**config.mk**
```make
export PLATFORM = sky130hd
export DESIGN_NAME = bresenham_line_rasterizer
export DESIGN_NICKNAME = d
export VERILOG_FILES = /design/src/design/blr_pkg.sv /design/src/design/bresenham_line_rasterizer.sv /design/src/design/blr_front.sv /design/src/design/blr_queue.sv /design/src/design/blr_back.sv
export SDC_FILE = /design/constraint.sdc
export NUM_CORES = 1
export LEC_CHECK = 0
export BUFFER_PORTS_ARGS = -buffer_cell sky130_fd_sc_hd__clkbuf_2
export CAP_MARGIN = 20
export CORE_UTILIZATION = 35
export DETAILED_ROUTE_END_ITERATION = 10
export PLACE_DENSITY_LB_ADDON = 0.25
export SYNTH_ARGS = -nofsm -noshare
export SYNTH_HDL_FRONTEND = slang
export SYNTH_SLANG_ARGS = --single-unit
```
**constraint.sdc**
```tcl
create_clock -name clk -period 7.7 [get_ports clk]
set_clock_uncertainty 0.05 [all_clocks]
set_input_delay 0.77 -clock clk [delete_from_list [all_inputs] [get_ports clk]]
set_output_delay 0.77 -clock clk [all_outputs]
set_load 0.01 [all_outputs]
```
**src/design/blr_pkg.sv**
```systemverilog
// ----------------------------------------------------------------------------
// Line rasterizer package
// Shared types and constants for the front end, job queue and pixel stepper.
// ----------------------------------------------------------------------------
package blr_pkg;

  // Widest coordinate that the block supports; narrower builds zero-extend.
  localparam int COORD_MAX_BITS = 6;

  // Job queue between the classifier and the stepper.
  localparam int QUEUE_DEPTH = 2;
  localparam int QPTR_BITS   = $clog2(QUEUE_DEPTH);
  localparam int QCNT_BITS   = $clog2(QUEUE_DEPTH + 1);

  typedef logic [COORD_MAX_BITS-1:0] coord_t;

  // One classified line, in major/minor axis form.
  typedef struct packed {
    coord_t major_pos;
    coord_t major_end;
    coord_t minor_pos;
    coord_t dx;
    coord_t dy;
    logic   minor_down;
    logic   steep;
  } blr_job_t;

endpackage

```
**src/design/bresenham_line_rasterizer.sv**
```systemverilog
// ----------------------------------------------------------------------------
// Bresenham line rasterizer
// Turns two-endpoint line commands into a stream of pixel writes.
// ----------------------------------------------------------------------------
// Usage:
//   A command transaction is taken on a rising edge with start high and busy
//   low; start_x/start_y and end_x/end_y give the endpoints.
//   Pixels leave one per cycle on pixel_x/pixel_y with pixel_valid high for a
//   single cycle each; last_pixel marks the final pixel of a line. The far
//   endpoint is not drawn and a single-point line produces no pixels.
//   pixel_on is the inverse of the draw_color register, written through the
//   cfg_valid/cfg_ready/cfg_data channel (cfg_ready is always high); the user
//   must write it only while the block is idle; the block does not enforce it.
//   A taken command is registered in the job queue, then loaded into the
//   stepper's line registers, then registered onto the pixel outputs. The
//   stepper walks a line of N pixels (at most 2^COORD_BITS - 1) one pixel per
//   cycle. A two-entry job queue lets commands be taken while a line is being
//   drawn, so consecutive lines stream without gaps; busy is high when it is
//   full. The receiver cannot stall the pixel stream.
//   Reset (rst, synchronous) empties the queue, stops the stepper and sets
//   draw_color to 0.
// ----------------------------------------------------------------------------
module bresenham_line_rasterizer #(
  parameter int COORD_BITS = 6
) (
  input  logic                  clk,
  input  logic                  rst,
  input  logic                  start,
  output logic                  busy,
  input  logic [COORD_BITS-1:0] start_x,
  input  logic [COORD_BITS-1:0] start_y,
  input  logic [COORD_BITS-1:0] end_x,
  input  logic [COORD_BITS-1:0] end_y,
  input  logic                  cfg_valid,
  output logic                  cfg_ready,
  input  logic                  cfg_data,
  output logic                  pixel_valid,
  output logic [COORD_BITS-1:0] pixel_x,
  output logic [COORD_BITS-1:0] pixel_y,
  output logic                  pixel_on,
  output logic                  last_pixel
);
  import blr_pkg::*;

  logic     draw_color;
  logic     accept;
  logic     push;
  blr_job_t push_job;
  logic     queue_full;
  logic     job_valid;
  blr_job_t head_job;
  logic     pop;

  assign cfg_ready = 1'b1;
  assign busy      = queue_full;
  assign accept    = start && !busy;

  // Color register.
  always_ff @(posedge clk) begin
    if (rst) begin
      draw_color <= 1'b0;
    end else if (cfg_valid && cfg_ready) begin
      draw_color <= cfg_data;
    end
  end

  // Command classification.
  blr_front #(
    .COORD_BITS (COORD_BITS)
  ) u_front (
    .accept  (accept),
    .start_x (start_x),
    .start_y (start_y),
    .end_x   (end_x),
    .end_y   (end_y),
    .push    (push),
    .job     (push_job)
  );

  // Job queue.
  blr_queue u_queue (
    .clk       (clk),
    .rst       (rst),
    .push      (push),
    .push_data (push_job),
    .pop       (pop),
    .full      (queue_full),
    .not_empty (job_valid),
    .head      (head_job)
  );

  // Pixel stepper.
  blr_back #(
    .COORD_BITS (COORD_BITS)
  ) u_back (
    .clk         (clk),
    .rst         (rst),
    .job_valid   (job_valid),
    .job         (head_job),
    .draw_color  (draw_color),
    .pop         (pop),
    .pixel_valid (pixel_valid),
    .pixel_x     (pixel_x),
    .pixel_y     (pixel_y),
    .pixel_on    (pixel_on),
    .last_pixel  (last_pixel)
  );

endmodule

```
**src/design/blr_front.sv**
```systemverilog
// ----------------------------------------------------------------------------
// Line rasterizer front end
// Classifies an accepted line command and turns it into a stepper job.
// ----------------------------------------------------------------------------
module blr_front #(
  parameter int COORD_BITS = 6
) (
  input  logic                  accept,
  input  logic [COORD_BITS-1:0] start_x,
  input  logic [COORD_BITS-1:0] start_y,
  input  logic [COORD_BITS-1:0] end_x,
  input  logic [COORD_BITS-1:0] end_y,
  output logic                  push,
  output blr_pkg::blr_job_t     job
);
  import blr_pkg::*;

  logic [COORD_BITS-1:0] adx;
  logic [COORD_BITS-1:0] ady;
  logic                  steep;
  logic [COORD_BITS-1:0] a1, b1, a2, b2;
  logic [COORD_BITS-1:0] major_lo, major_hi, minor_lo, minor_hi;

  // Absolute deltas decide whether the axes are swapped.
  assign adx   = (end_x > start_x) ? (end_x - start_x) : (start_x - end_x);
  assign ady   = (end_y > start_y) ? (end_y - start_y) : (start_y - end_y);
  assign steep = (ady > adx);

  // Map the endpoints onto the major and minor axes.
  assign a1 = steep ? start_y : start_x;
  assign b1 = steep ? start_x : start_y;
  assign a2 = steep ? end_y   : end_x;
  assign b2 = steep ? end_x   : end_y;

  // Order the endpoints so that the major coordinate rises.
  always_comb begin
    if (a1 > a2) begin
      major_lo = a2;
      major_hi = a1;
      minor_lo = b2;
      minor_hi = b1;
    end else begin
      major_lo = a1;
      major_hi = a2;
      minor_lo = b1;
      minor_hi = b2;
    end
  end

  // Horizontal and vertical lines fall out of the same form with dy of zero.
  always_comb begin
    job.major_pos  = coord_t'(major_lo);
    job.major_end  = coord_t'(major_hi);
    job.minor_pos  = coord_t'(minor_lo);
    job.dx         = coord_t'(major_hi - major_lo);
    job.dy         = coord_t'(steep ? adx : ady);
    job.minor_down = (minor_lo > minor_hi);
    job.steep      = steep;
  end

  // A single point produces no pixels, so it never enters the queue.
  assign push = accept && (major_hi != major_lo);

endmodule

```
**src/design/blr_queue.sv**
```systemverilog
// ----------------------------------------------------------------------------
// Line rasterizer job queue
// Short FIFO of classified lines between the front end and the stepper.
// ----------------------------------------------------------------------------
module blr_queue (
  input  logic              clk,
  input  logic              rst,
  input  logic              push,
  input  blr_pkg::blr_job_t push_data,
  input  logic              pop,
  output logic              full,
  output logic              not_empty,
  output blr_pkg::blr_job_t head
);
  import blr_pkg::*;

  blr_job_t               entries [QUEUE_DEPTH];
  logic [QPTR_BITS-1:0]   wr_ptr;
  logic [QPTR_BITS-1:0]   rd_ptr;
  logic [QCNT_BITS-1:0]   count;
  logic                   do_push;
  logic                   do_pop;

  assign full      = (count == QCNT_BITS'(QUEUE_DEPTH));
  assign not_empty = (count != '0);
  assign do_push   = push && !full;
  assign do_pop    = pop && not_empty;
  assign head      = entries[rd_ptr];

  // Pointer and occupancy tracking.
  always_ff @(posedge clk) begin
    if (rst) begin
      wr_ptr <= '0;
      rd_ptr <= '0;
      count  <= '0;
    end else begin
      if (do_push) begin
        wr_ptr <= (wr_ptr == QPTR_BITS'(QUEUE_DEPTH - 1)) ? '0 : wr_ptr + 1'b1;
      end
      if (do_pop) begin
        rd_ptr <= (rd_ptr == QPTR_BITS'(QUEUE_DEPTH - 1)) ? '0 : rd_ptr + 1'b1;
      end
      if (do_push && !do_pop) begin
        count <= count + 1'b1;
      end else if (do_pop && !do_push) begin
        count <= count - 1'b1;
      end
    end
  end

  // Entry storage.
  always_ff @(posedge clk) begin
    if (do_push) begin
      entries[wr_ptr] <= push_data;
    end
  end

endmodule

```
**src/design/blr_back.sv**
```systemverilog
// ----------------------------------------------------------------------------
// Line rasterizer stepper
// Walks one queued line a pixel per cycle with the Bresenham error term.
// ----------------------------------------------------------------------------
module blr_back #(
  parameter int COORD_BITS = 6
) (
  input  logic                  clk,
  input  logic                  rst,
  input  logic                  job_valid,
  input  blr_pkg::blr_job_t     job,
  input  logic                  draw_color,
  output logic                  pop,
  output logic                  pixel_valid,
  output logic [COORD_BITS-1:0] pixel_x,
  output logic [COORD_BITS-1:0] pixel_y,
  output logic                  pixel_on,
  output logic                  last_pixel
);
  import blr_pkg::*;

  localparam int ERR_BITS = COORD_BITS + 1;

  logic                       active;
  logic [COORD_BITS-1:0]      major_pos;
  logic [COORD_BITS-1:0]      major_end;
  logic [COORD_BITS-1:0]      minor_pos;
  logic [COORD_BITS-1:0]      dx;
  logic [COORD_BITS-1:0]      dy;
  logic                       minor_down;
  logic                       steep;
  logic signed [ERR_BITS-1:0] err;

  logic                       at_last;
  logic                       load;
  logic signed [ERR_BITS-1:0] err_sub;
  logic signed [ERR_BITS-1:0] err_next;
  logic                       minor_step;
  logic [COORD_BITS-1:0]      job_dx;

  // The pixel being emitted is the last one when the next major step hits the end.
  assign at_last = (major_pos + 1'b1) == major_end;

  // Take the next job as soon as the current line finishes.
  assign load = job_valid && (!active || at_last);
  assign pop  = load;

  // Error update for the step after the current pixel.
  assign err_sub    = err - $signed({1'b0, dy});
  assign minor_step = err_sub[ERR_BITS-1];
  assign err_next   = minor_step ? (err_sub + $signed({1'b0, dx})) : err_sub;

  assign job_dx = job.dx[COORD_BITS-1:0];

  // Control state.
  always_ff @(posedge clk) begin
    if (rst) begin
      active      <= 1'b0;
      pixel_valid <= 1'b0;
    end else begin
      pixel_valid <= active;
      if (load) begin
        active <= 1'b1;
      end else if (active && at_last) begin
        active <= 1'b0;
      end
    end
  end

  // Line registers and output pixel.
  always_ff @(posedge clk) begin
    if (active) begin
      pixel_x    <= steep ? minor_pos : major_pos;
      pixel_y    <= steep ? major_pos : minor_pos;
      pixel_on   <= ~draw_color;
      last_pixel <= at_last;
    end
    if (load) begin
      major_pos  <= job.major_pos[COORD_BITS-1:0];
      major_end  <= job.major_end[COORD_BITS-1:0];
      minor_pos  <= job.minor_pos[COORD_BITS-1:0];
      dx         <= job_dx;
      dy         <= job.dy[COORD_BITS-1:0];
      minor_down <= job.minor_down;
      steep      <= job.steep;
      err        <= $signed({1'b0, job_dx >> 1});
    end else if (active) begin
      major_pos <= major_pos + 1'b1;
      err       <= err_next;
      if (minor_step) begin
        minor_pos <= minor_down ? (minor_pos - 1'b1) : (minor_pos + 1'b1);
      end
    end
  end

endmodule

```
-- After elaboration in Yosys (flattened, before gate mapping)
Memory sizes are Yosys's and may differ from the RTL's. A register that Yosys moved wholly into a read port is not among the register bits.
Cells that the tools add are included.
- register bits: 60
- memory bits (writable): 64
- bits of input ports: 29
- output and inout port bits: 17
- memories: 1
- $add $sub $neg: 14
- order comparisons: 5
- eq/ne operators: 3
- multiplexer cells: 32
- bitwise gates (word level): 1
- reductions and logical operators: 19
- memory list (memory ; words ; bits a word ; read ports ; clocked after memory_dff ; wr ports ; RTL line ; text):
    u_queue.entries ; 2 ; 32 ; 1 ; 1 ; 1 ; blr_queue.sv:17 ; blr_job_t entries [QUEUE_DEPTH];
- operators with widths (kind ; number):
    two-way mux 6 bit ; 19
    > comparator 6 bit ; 5
    subtractor 6 bit ; 5
    adder 6 x 1 -> 6 bit (second input constant) ; 2
    two-way mux 5 bit ; 2
    nonzero test 2 bit ; 5
    logical AND 1 bit ; 8
    two-way mux 1 bit ; 8
    adder 7 bit ; 1
    two-way mux 7 bit ; 1
    subtractor 7 bit ; 1
    equality test 6 bit ; 1
    != test 6 bit ; 1
    subtractor 6 x 1 -> 6 bit (second input constant) ; 1
    logical NOT 1 bit ; 4
    two-way mux 2 bit ; 2
    adder 1 bit (second input constant) ; 2
    adder 2 x 1 -> 2 bit (second input constant) ; 1
    equality test 2 bit (second input constant) ; 1
    AND reduction 2 bit ; 1
    subtractor 2 x 1 -> 2 bit (second input constant) ; 1
    logical OR 1 bit ; 1
    inverter 1 bit ; 1

-- Depth between registers and ports, before layout
Gate-level depths: netlist of the first run.
- depth in word-level cells: 13
- gate-level depth with buffers: 37

-- By module
From an unflattened synthesis of the first run, not the netlist that was laid out.
- cell total of the unflattened synthesis: 676
- area, all modules: 7853.8 µm²
- modules (own cells, without submodules) (module ; times used ; cells each ; area each (µm²)):
    blr_back ; 1 ; 225 ; 2959.1
    blr_queue ; 1 ; 125 ; 2528.7
    blr_front ; 1 ; 320 ; 2314.7
    bresenham_line_rasterizer ; 1 ; 6 ; 51.3

-- Worst setup path after synthesis of the first run
Ideal clock, no wire load.
- kind: input-to-reg
- start: in end_x[0]
- end: mem u_queue.entries[0][1] (netlist bit) (data pin)
- library setup time: 0.266 ns
- arrival time: 7.346 ns
- data required time: 7.384 ns
- setup slack: 0.038 ns
- cell stages on the path: 36
- path buffers: 4
- path through: inv_1 > ha_1 > inv_1 > fa_1 > a21o_1 > a21o_1 > a21o_1 > a21oi_1 > a31oi_1 > a211oi_1 > a21oi_1 > xnor2_1 > ha_1 > and4_1 > o21ai_0 > a21o_1 > buf_4 > clkbuf_1 > a21oi_1 > inv_1 > ha_1 > maj3_2 > maj3_2 > and3_1 > o41ai_4 > buf_2 > buf_4 > mux2i_1 > ha_1 > nor2b_1 > o21a_1 > o21a_1 > o21ai_0 > nand2b_1 > a21oi_1 > a31oi_1
- RTL lines (item ; RTL line ; text):
    start: declaration ; bresenham_line_rasterizer.sv:32 ; input logic [COORD_BITS-1:0] end_x,
    end: declaration ; blr_queue.sv:17 ;

==> results.rst, run 1 <==
.. list-table::
   :header-rows: 1

   * - Metric
     - Value
   * - Total setup violations reported at the end of the flow
     - 0
   * - Proportion of power drawn by combinational gates
     - 0.541
   * - Final-stage net count
     - slightly above 800
   * - Xor/xnor share of the synthesized area
     - 0.04869
   * - Number of fill cells in the layout
     - just over 2000
   * - Number of unique standard cell types used by synthesis
     - slightly above 50
   * - CP dominant cell by count
     - sky130_fd_sc_hd__a21o_1
   * - Post-synthesis average cell area
     - ~12 sq um
   * - Critical Path Fanout Max
     - 6
   * - Internal Pwr Total
     - between 2 and 3 mW
   * - Worst setup EP type
     - flop
   * - Power density over the cells
     - 541.9 nW/um^2
   * - IO Count
     - 46
   * - Share of async-settable or async-resettable flops after synthesis
     - 0
   * - Switch Pwr
     - 1.867 mW
   * - Worst slack on hold paths
     - ~400 ps
   * - Clock share of power
     - 0.159
   * - Die Area
     - 22180 sq um
   * - Part of the Yosys area used for sequential elements
     - 0.4836
   * - Status
     - complete, no violations
   * - Slowest stage cell, crit path
     - sky130_fd_sc_hd__fa_1
   * - Reported leakage power
     - approximately 3.7 nW
   * - Initial DRC count
     - between 200 and 300
   * - Worst-path clk slew
     - about 60 ps
   * - Pre-CTS WS
     - -48.49 ps
   * - Min Tclk post-route
     - 7316 ps
   * - Clock Path Buffers
     - 2
   * - Routed wire length
     - roughly 17000 microns
   * - Depth of the CTS H-tree
     - 4
   * - Share of the cycle needed by the critical path after routing
     - 0.9501
   * - Wire length of the first global-routing pass
     - roughly 27000 microns
   * - Simple logic cell fraction of the synthesized area
     - 0.06906
   * - Standard cell core area
     - 21090 sq um
   * - Number of storage elements in the synthesis netlist
     - approximately 130
   * - Total global routing overflow
     - 0
   * - Number of buffers created by CTS
     - 17
   * - Avg Vias per Cell
     - 4.994
   * - Switching Fraction
     - 0.3902
   * - Share of cells above drive strength 1
     - 0.2019
   * - Clock insertion delay at the later pin of the skew report
     - a little over 400 ps
   * - Number of clock sinks
     - approximately 130
   * - Area share of fa/ha/maj cells after synthesis
     - 0.1240
   * - Root buffer selected by CTS
     - sky130_fd_sc_hd__clkbuf_16
   * - Initial antenna violation count
     - 0
   * - Endpoint arrival time on the critical path
     - between 7000 and 8000 ps
   * - Total number of vias
     - approximately 5000
   * - Gate Count Post-Synth
     - ~650
   * - Worst-margin pin slew
     - a little over 900 ps
   * - Total inserted antenna cells
     - 0
   * - Max_cap viols
     - 0
   * - Final HPWL from detailed placement
     - between 10000 and 15000 microns
   * - Type of the tightest min-delay check
     - flop to flop
   * - Synth Area in Compound Gates
     - 0.1262
   * - Number of warning messages in the yosys log
     - 0
   * - Longest individual stage delay on the worst path
     - approximately 400 ps
   * - Placement row count
     - 53
   * - Number of nets still failing antenna checks after routing
     - 0
   * - Die H
     - 148.9 microns
   * - Dominant combinational cell family by area after synthesis
     - compound AO/OA/AOI/OAI gates
   * - Power share of the sequential group
     - 0.299
   * - Die outline width
     - roughly 150 microns
   * - Total standard cell area after synthesis
     - 7555 sq um
   * - Final critical-path setup slack
     - 384.3 ps
   * - Number of global-route vias before repair
     - approximately 5200
   * - End-of-flow core utilization
     - 0.4187
   * - Max Clock Freq
     - 0.1367 GHz
   * - Prevailing post-synth register cell
     - sky130_fd_sc_hd__edfxtp_1
   * - Residual DRC count
     - 0
   * - Hold_buf cts
     - 0
   * - Slew margin rel.
     - 0.3847
   * - Routed length per placed instance
     - 16.93 microns
   * - Mux contribution to synthesized area
     - 0.1068
   * - Syn nets
     - between 700 and 800
   * - Final number of hold-violating endpoints
     - 0
   * - # port buffers
     - 44
   * - TritonCTS clock tree
     - yes
   * - Area growth from synthesis to layout
     - 16.86%
   * - Tot Pwr
     - 4.784 mW
   * - Startpoint type of the worst setup path
     - input port
   * - Startpoint-to-endpoint class of the critical path
     - input port to flop
   * - Detailed-routing iteration count for the pre-antenna-repair pass
     - 5
   * - Maximum resistive drop on vdd
     - 0.0001884 V
   * - Largest net degree at the start of global routing
     - a little over 40
   * - GRT Total Usage
     - 0.1588
   * - Final weighted congestion in routability-driven placement
     - between 0.9 and 1
   * - Endpoint required time on the critical path
     - ~7800 ps
   * - Max Slew Vio Count
     - 0
   * - Starting density of the core
     - 0.3583
   * - EDFF count, synth
     - 115
[worst max-delay path: cells and delay by family]
family                     cells  cell delay, ps
xor gates and xnor gates       1             250
adders and majority gates      7            2030
muxes                          1             340
and+or+nand+nor                4             510
AOI/OAI and AO/OA             17            2960
buffers and inverters          5             560
[state kept, by name, summed over array words and instances (netlist names), 2 cells and up, named ones only]
register / count
u_back.dx: 6
u_back.dy: 6
u_back.err: 7
u_back.major_end: 6
u_back.major_pos: 6
u_back.minor_pos: 6
u_back.pixel_x: 6
u_back.pixel_y: 6
u_queue.count: 2
u_queue.entries: 64
[synthesized netlist by cell type (all sizes together) (3+ instances only)]
| cell | number | share of area |
|---|---|---|
| buf | 12 | 0.0078 |
| mux2i | 39 | 0.052 |
| maj3 | 8 | 0.011 |
| ha | 57 | 0.094 |
| o21a | 8 | 0.0079 |
| a21oi | 64 | 0.043 |
| o211ai | 4 | 0.0040 |
| clkbuf | 10 | 0.0050 |
| edfxtp | 115 | 0.46 |
| nand2b | 5 | 0.0041 |
| a21o | 22 | 0.022 |
| dfxtp | 10 | 0.026 |
| nand2 | 23 | 0.011 |
| mux2 | 37 | 0.055 |
| fa | 7 | 0.019 |
| nor2b | 13 | 0.011 |
| xnor2 | 25 | 0.029 |
| xor2 | 17 | 0.020 |
| a31oi | 3 | 0.0025 |
| and4 | 5 | 0.0058 |
| nor2 | 41 | 0.020 |
| and2 | 3 | 0.0025 |
| o21ai | 21 | 0.014 |
| nand3 | 3 | 0.0020 |
| o21bai | 8 | 0.0079 |
| and3 | 4 | 0.0033 |
| inv | 57 | 0.028 |
| a211oi | 11 | 0.011 |
[logic make-up after synthesis]
| family | Yosys count |
|---|---|
| buf+inv | 79 |
| simple gates | 106 |
| fa+ha+maj | 72 |
| other cells | 1 |
| flops | 125 |
| mux | 76 |
| compound gates | 150 |
| xor+xnor | 42 |
[layout by cell type (no fill, tap or decap), drive strengths merged, types with 2 or more instances in the layout]
master and n:
nand3 3, a21oi 64, inv 59, o211ai 4, nor2b 13, clkinv 5, ha 57, nand2 23
nand2b 5, and2 3, mux2 37, fa 7, nor2 41, o21a 8, edfxtp 115, bufinv 2
a211oi 11, buf 24, xor2 17, maj3 8, mux2i 39, o21ai 21, and3 4, o21bai 8
o211a 2, and4 5, o31ai 2, or3 2, a21o 22, clkinvlp 4, clkbuf 62, a31oi 3
dfxtp 10, xnor2 25
[repair_timing]
item	in CTS	in global routing
gates resized for setup	0	10
endpoints found under the hold margin	0	0
setup buffers	0	2
endpoints found under the setup margin	0	2
[final timing paths]
path                             from               endpoint  slack [ps]  cells after the start
hold / removal             draw_color        u_back.pixel_on         410                      1
setup / recovery             end_x[0]  u_queue.entries[0][1]         380                     35
hold reg to reg            draw_color        u_back.pixel_on         410                      1
setup reg to reg  u_back.major_pos[0]           u_back.dy[5]        4330                      9
[routing by layer]
layer  track usage  wire, microns
met1        0.2060           7868
met2        0.2665           8428
met3       0.02355            478
met4       0.06071            203
met5             0              0
[stage by stage]
stage | instances | cell area (sq um) | TNS (ps)
final | 1003 | 8828 | 0
after detailed placement | 970 | 8194 | -96.97
after global routing | 1003 | 8828 | -92.12
after global placement | 970 | 8194 | 0
after floorplan | 651 | 7555 | 0
after CTS | 1001 | 8766 | 0
[cell type report]
class | count | area, sq um | area share
Multi-Input combinational cell | 447 | 3633 | 0.4116
Clock inverter | 13 | 142.6 | 0.01616
Timing Repair Buffer | 68 | 411.6 | 0.04663
Tap cell | 275 | 344.1 | 0.03897
Sequential cell | 125 | 3654 | 0.4138
Clock buffer | 18 | 429.2 | 0.04861
Inverter | 57 | 214.0 | 0.02423
[power groups by stage]
stage	Clock, mW	Combinational, mW	Sequential, mW
finish	0.763	2.59	1.43
global route	0.808	2.90	1.46
CTS	0.780	2.58	1.44
detailed placement	0	2.55	1.44
global placement	0	2.47	1.44
floorplan	0	1.90	1.43
Power figures use the tool's default switching activity.
==> run 2: changes to the inputs <==
PLACE_DENSITY = 0.51   (was not set)
PLACE_DENSITY_LB_ADDON = not set   (was 0.25)
==> run 2 against run 1 <==
  * Register-to-register slack gained 20 ps
  * First-iteration DRC count rose by 2.3%
  * Via count down 1.2%
  * Critical path type unchanged
==> results.rst, run 2 (synthesis results as in run 1) <==
.. list-table::
   :header-rows: 1

   * - Metric
     - Value
   * - Total setup violations reported at the end of the flow
     - 0
   * - Number of clock sinks
     - 125
   * - Routed length per placed instance
     - ~16 microns
   * - Worst setup EP type
     - flop
   * - Total number of vias
     - between 4000 and 5000
   * - Slew margin rel.
     - 0.3505
   * - Avg Vias per Cell
     - about 4.9
   * - Largest net degree at the start of global routing
     - 41
   * - Standard cell core area
     - 21090 sq um
   * - Commonest non-fill, non-tap cells in the layout
     - sky130_fd_sc_hd__edfxtp_1 (115), sky130_fd_sc_hd__a21oi_1 (63), sky130_fd_sc_hd__ha_1 (57)
   * - Max Clock Freq
     - ~0.14 GHz
   * - Number of buffers created by CTS
     - 17
   * - Endpoint arrival time on the critical path
     - 7430 ps
   * - Final number of hold-violating endpoints
     - 0
   * - Number of global-route vias before repair
     - just under 5000
   * - Initial antenna violation count
     - 0
   * - Share of the cycle needed by the critical path after routing
     - 0.9510
   * - Startpoint-to-endpoint class of the critical path
     - input port to flop
   * - Slowest stage cell, crit path
     - sky130_fd_sc_hd__fa_1
   * - Final HPWL from detailed placement
     - between 10000 and 15000 microns
   * - # port buffers
     - 44
   * - Worst-margin pin slew
     - approximately 970 ps
   * - Depth of the CTS H-tree
     - 4
   * - Longest individual stage delay on the worst path
     - around 400 ps
   * - Root buffer selected by CTS
     - sky130_fd_sc_hd__clkbuf_16
   * - Number of fill cells in the layout
     - between 2000 and 2500
   * - Worst-path clk slew
     - 60 ps
   * - Unrepaired setup endpoints after global routing
     - no
   * - Commonest non-fill, non-tap cell in the layout
     - sky130_fd_sc_hd__edfxtp_1
   * - TritonCTS clock tree
     - yes
   * - Most flop-heavy register
     - u_queue.entries
   * - Number of nets still failing antenna checks after routing
     - 0
   * - Total inserted antenna cells
     - 0
   * - Final weighted congestion in routability-driven placement
     - roughly 0.91
   * - Total global routing overflow
     - 0
   * - Starting density of the core
     - 0.3583
   * - GRT Total Usage
     - 0.1551
   * - Max Slew Vio Count
     - 0
   * - Area growth from synthesis to layout
     - 16.36%
   * - Final-stage net count
     - between 800 and 900
   * - Residual DRC count
     - 0
   * - Status
     - complete, no violations
   * - Type of the tightest min-delay check
     - flop to flop
   * - Endpoint required time on the critical path
     - 7810 ps
   * - Placement row count
     - 53
   * - Share of cells above drive strength 1
     - 0.1956
   * - Regs by FF count
     - u_queue.entries (64), u_back.err (7)
   * - Startpoint type of the worst setup path
     - input port
   * - Critical Path Fanout Max
     - 11
   * - Min Tclk post-route
     - between 7000 and 8000 ps
   * - IO Count
     - 46
   * - Number of flip-flops under the largest register name
     - 64
   * - Clock Path Buffers
     - 2
   * - Worst hold stages
     - 1
   * - R2r worst-path depth
     - 13
   * - Die outline width
     - about 150 microns
   * - Routed wire length
     - roughly 16000 microns
   * - Max_cap viols
     - 0
   * - Clock insertion delay at the later pin of the skew report
     - roughly 420 ps
   * - Final TNS setup
     - 0 ps
   * - Detailed-routing iteration count for the pre-antenna-repair pass
     - 4
   * - Hold_buf cts
     - 0
   * - Die H
     - between 100 and 150 microns
   * - Die Area
     - approximately 22000 sq um
   * - Wire length of the first global-routing pass
     - between 20000 and 30000 microns
   * - Initial DRC count
     - 265
-- run 2: area by class of cell --
class,instances,area (sq um),area share
sequential,125,3654,0.4156
tap,275,344.1,0.03914
inverter,57,214.0,0.02434
clock buffer,18,429.2,0.04882
timing repair buffer,65,389.1,0.04426
clock inverter,14,145.1,0.01651
multi-input combinational,447,3616,0.4113
-- run 2: repair_timing --
action | in CTS | in global routing
gates resized for setup | 0 | 7
setup endpoints to repair | 0 | 2
setup buffers | 0 | 2
-- run 2: critical path: cells and delay by family --
kind            cells  cell delay, ps
xor+xnor            1             180
simple gates        4             640
compound gates     16            2700
buf+inv             6             750
mux                 1             320
fa+ha+maj           7            2060
-- run 2: worst paths after layout --
check / start / to / slack (ps)
min: draw_color / u_back.pixel_on / 420
min reg2reg: draw_color / u_back.pixel_on / 420
max reg2reg: u_back.err[0] / u_back.err[4] / 4350
max: end_x[0] / u_queue.entries[0][1] / 380
-- run 2: metal layers --
metal / wire length [microns] / global-route usage / vias up
li1: - / - / 2492
met1: 7822 / 0.2012 / 2361
met2: 7799 / 0.2535 / 81
met3: 515 / 0.03823 / 15
met4: 269 / 0.04898 / 0
met5: 0 / 0 / -
-- run 2: through the flow --
step	setup slack (ps)	utilization	cells	hold WS (ps)	cell area (sq um)
after CTS	451.0	0.4147	999	421.0	8746
final	377.2	0.4169	1001	417.8	8791
after global placement	203.2	0.3875	967	383.2	8172
after detailed placement	32.91	0.3875	967	402.0	8172
after floorplan	37.88	-	651	376.9	7555
after global routing	13.44	0.4169	1001	449.1	8791
Power of run 2 is left out: the tool's default activity adds up to more than one toggle a clock period on the data nets, which glitch-free logic cannot reach.
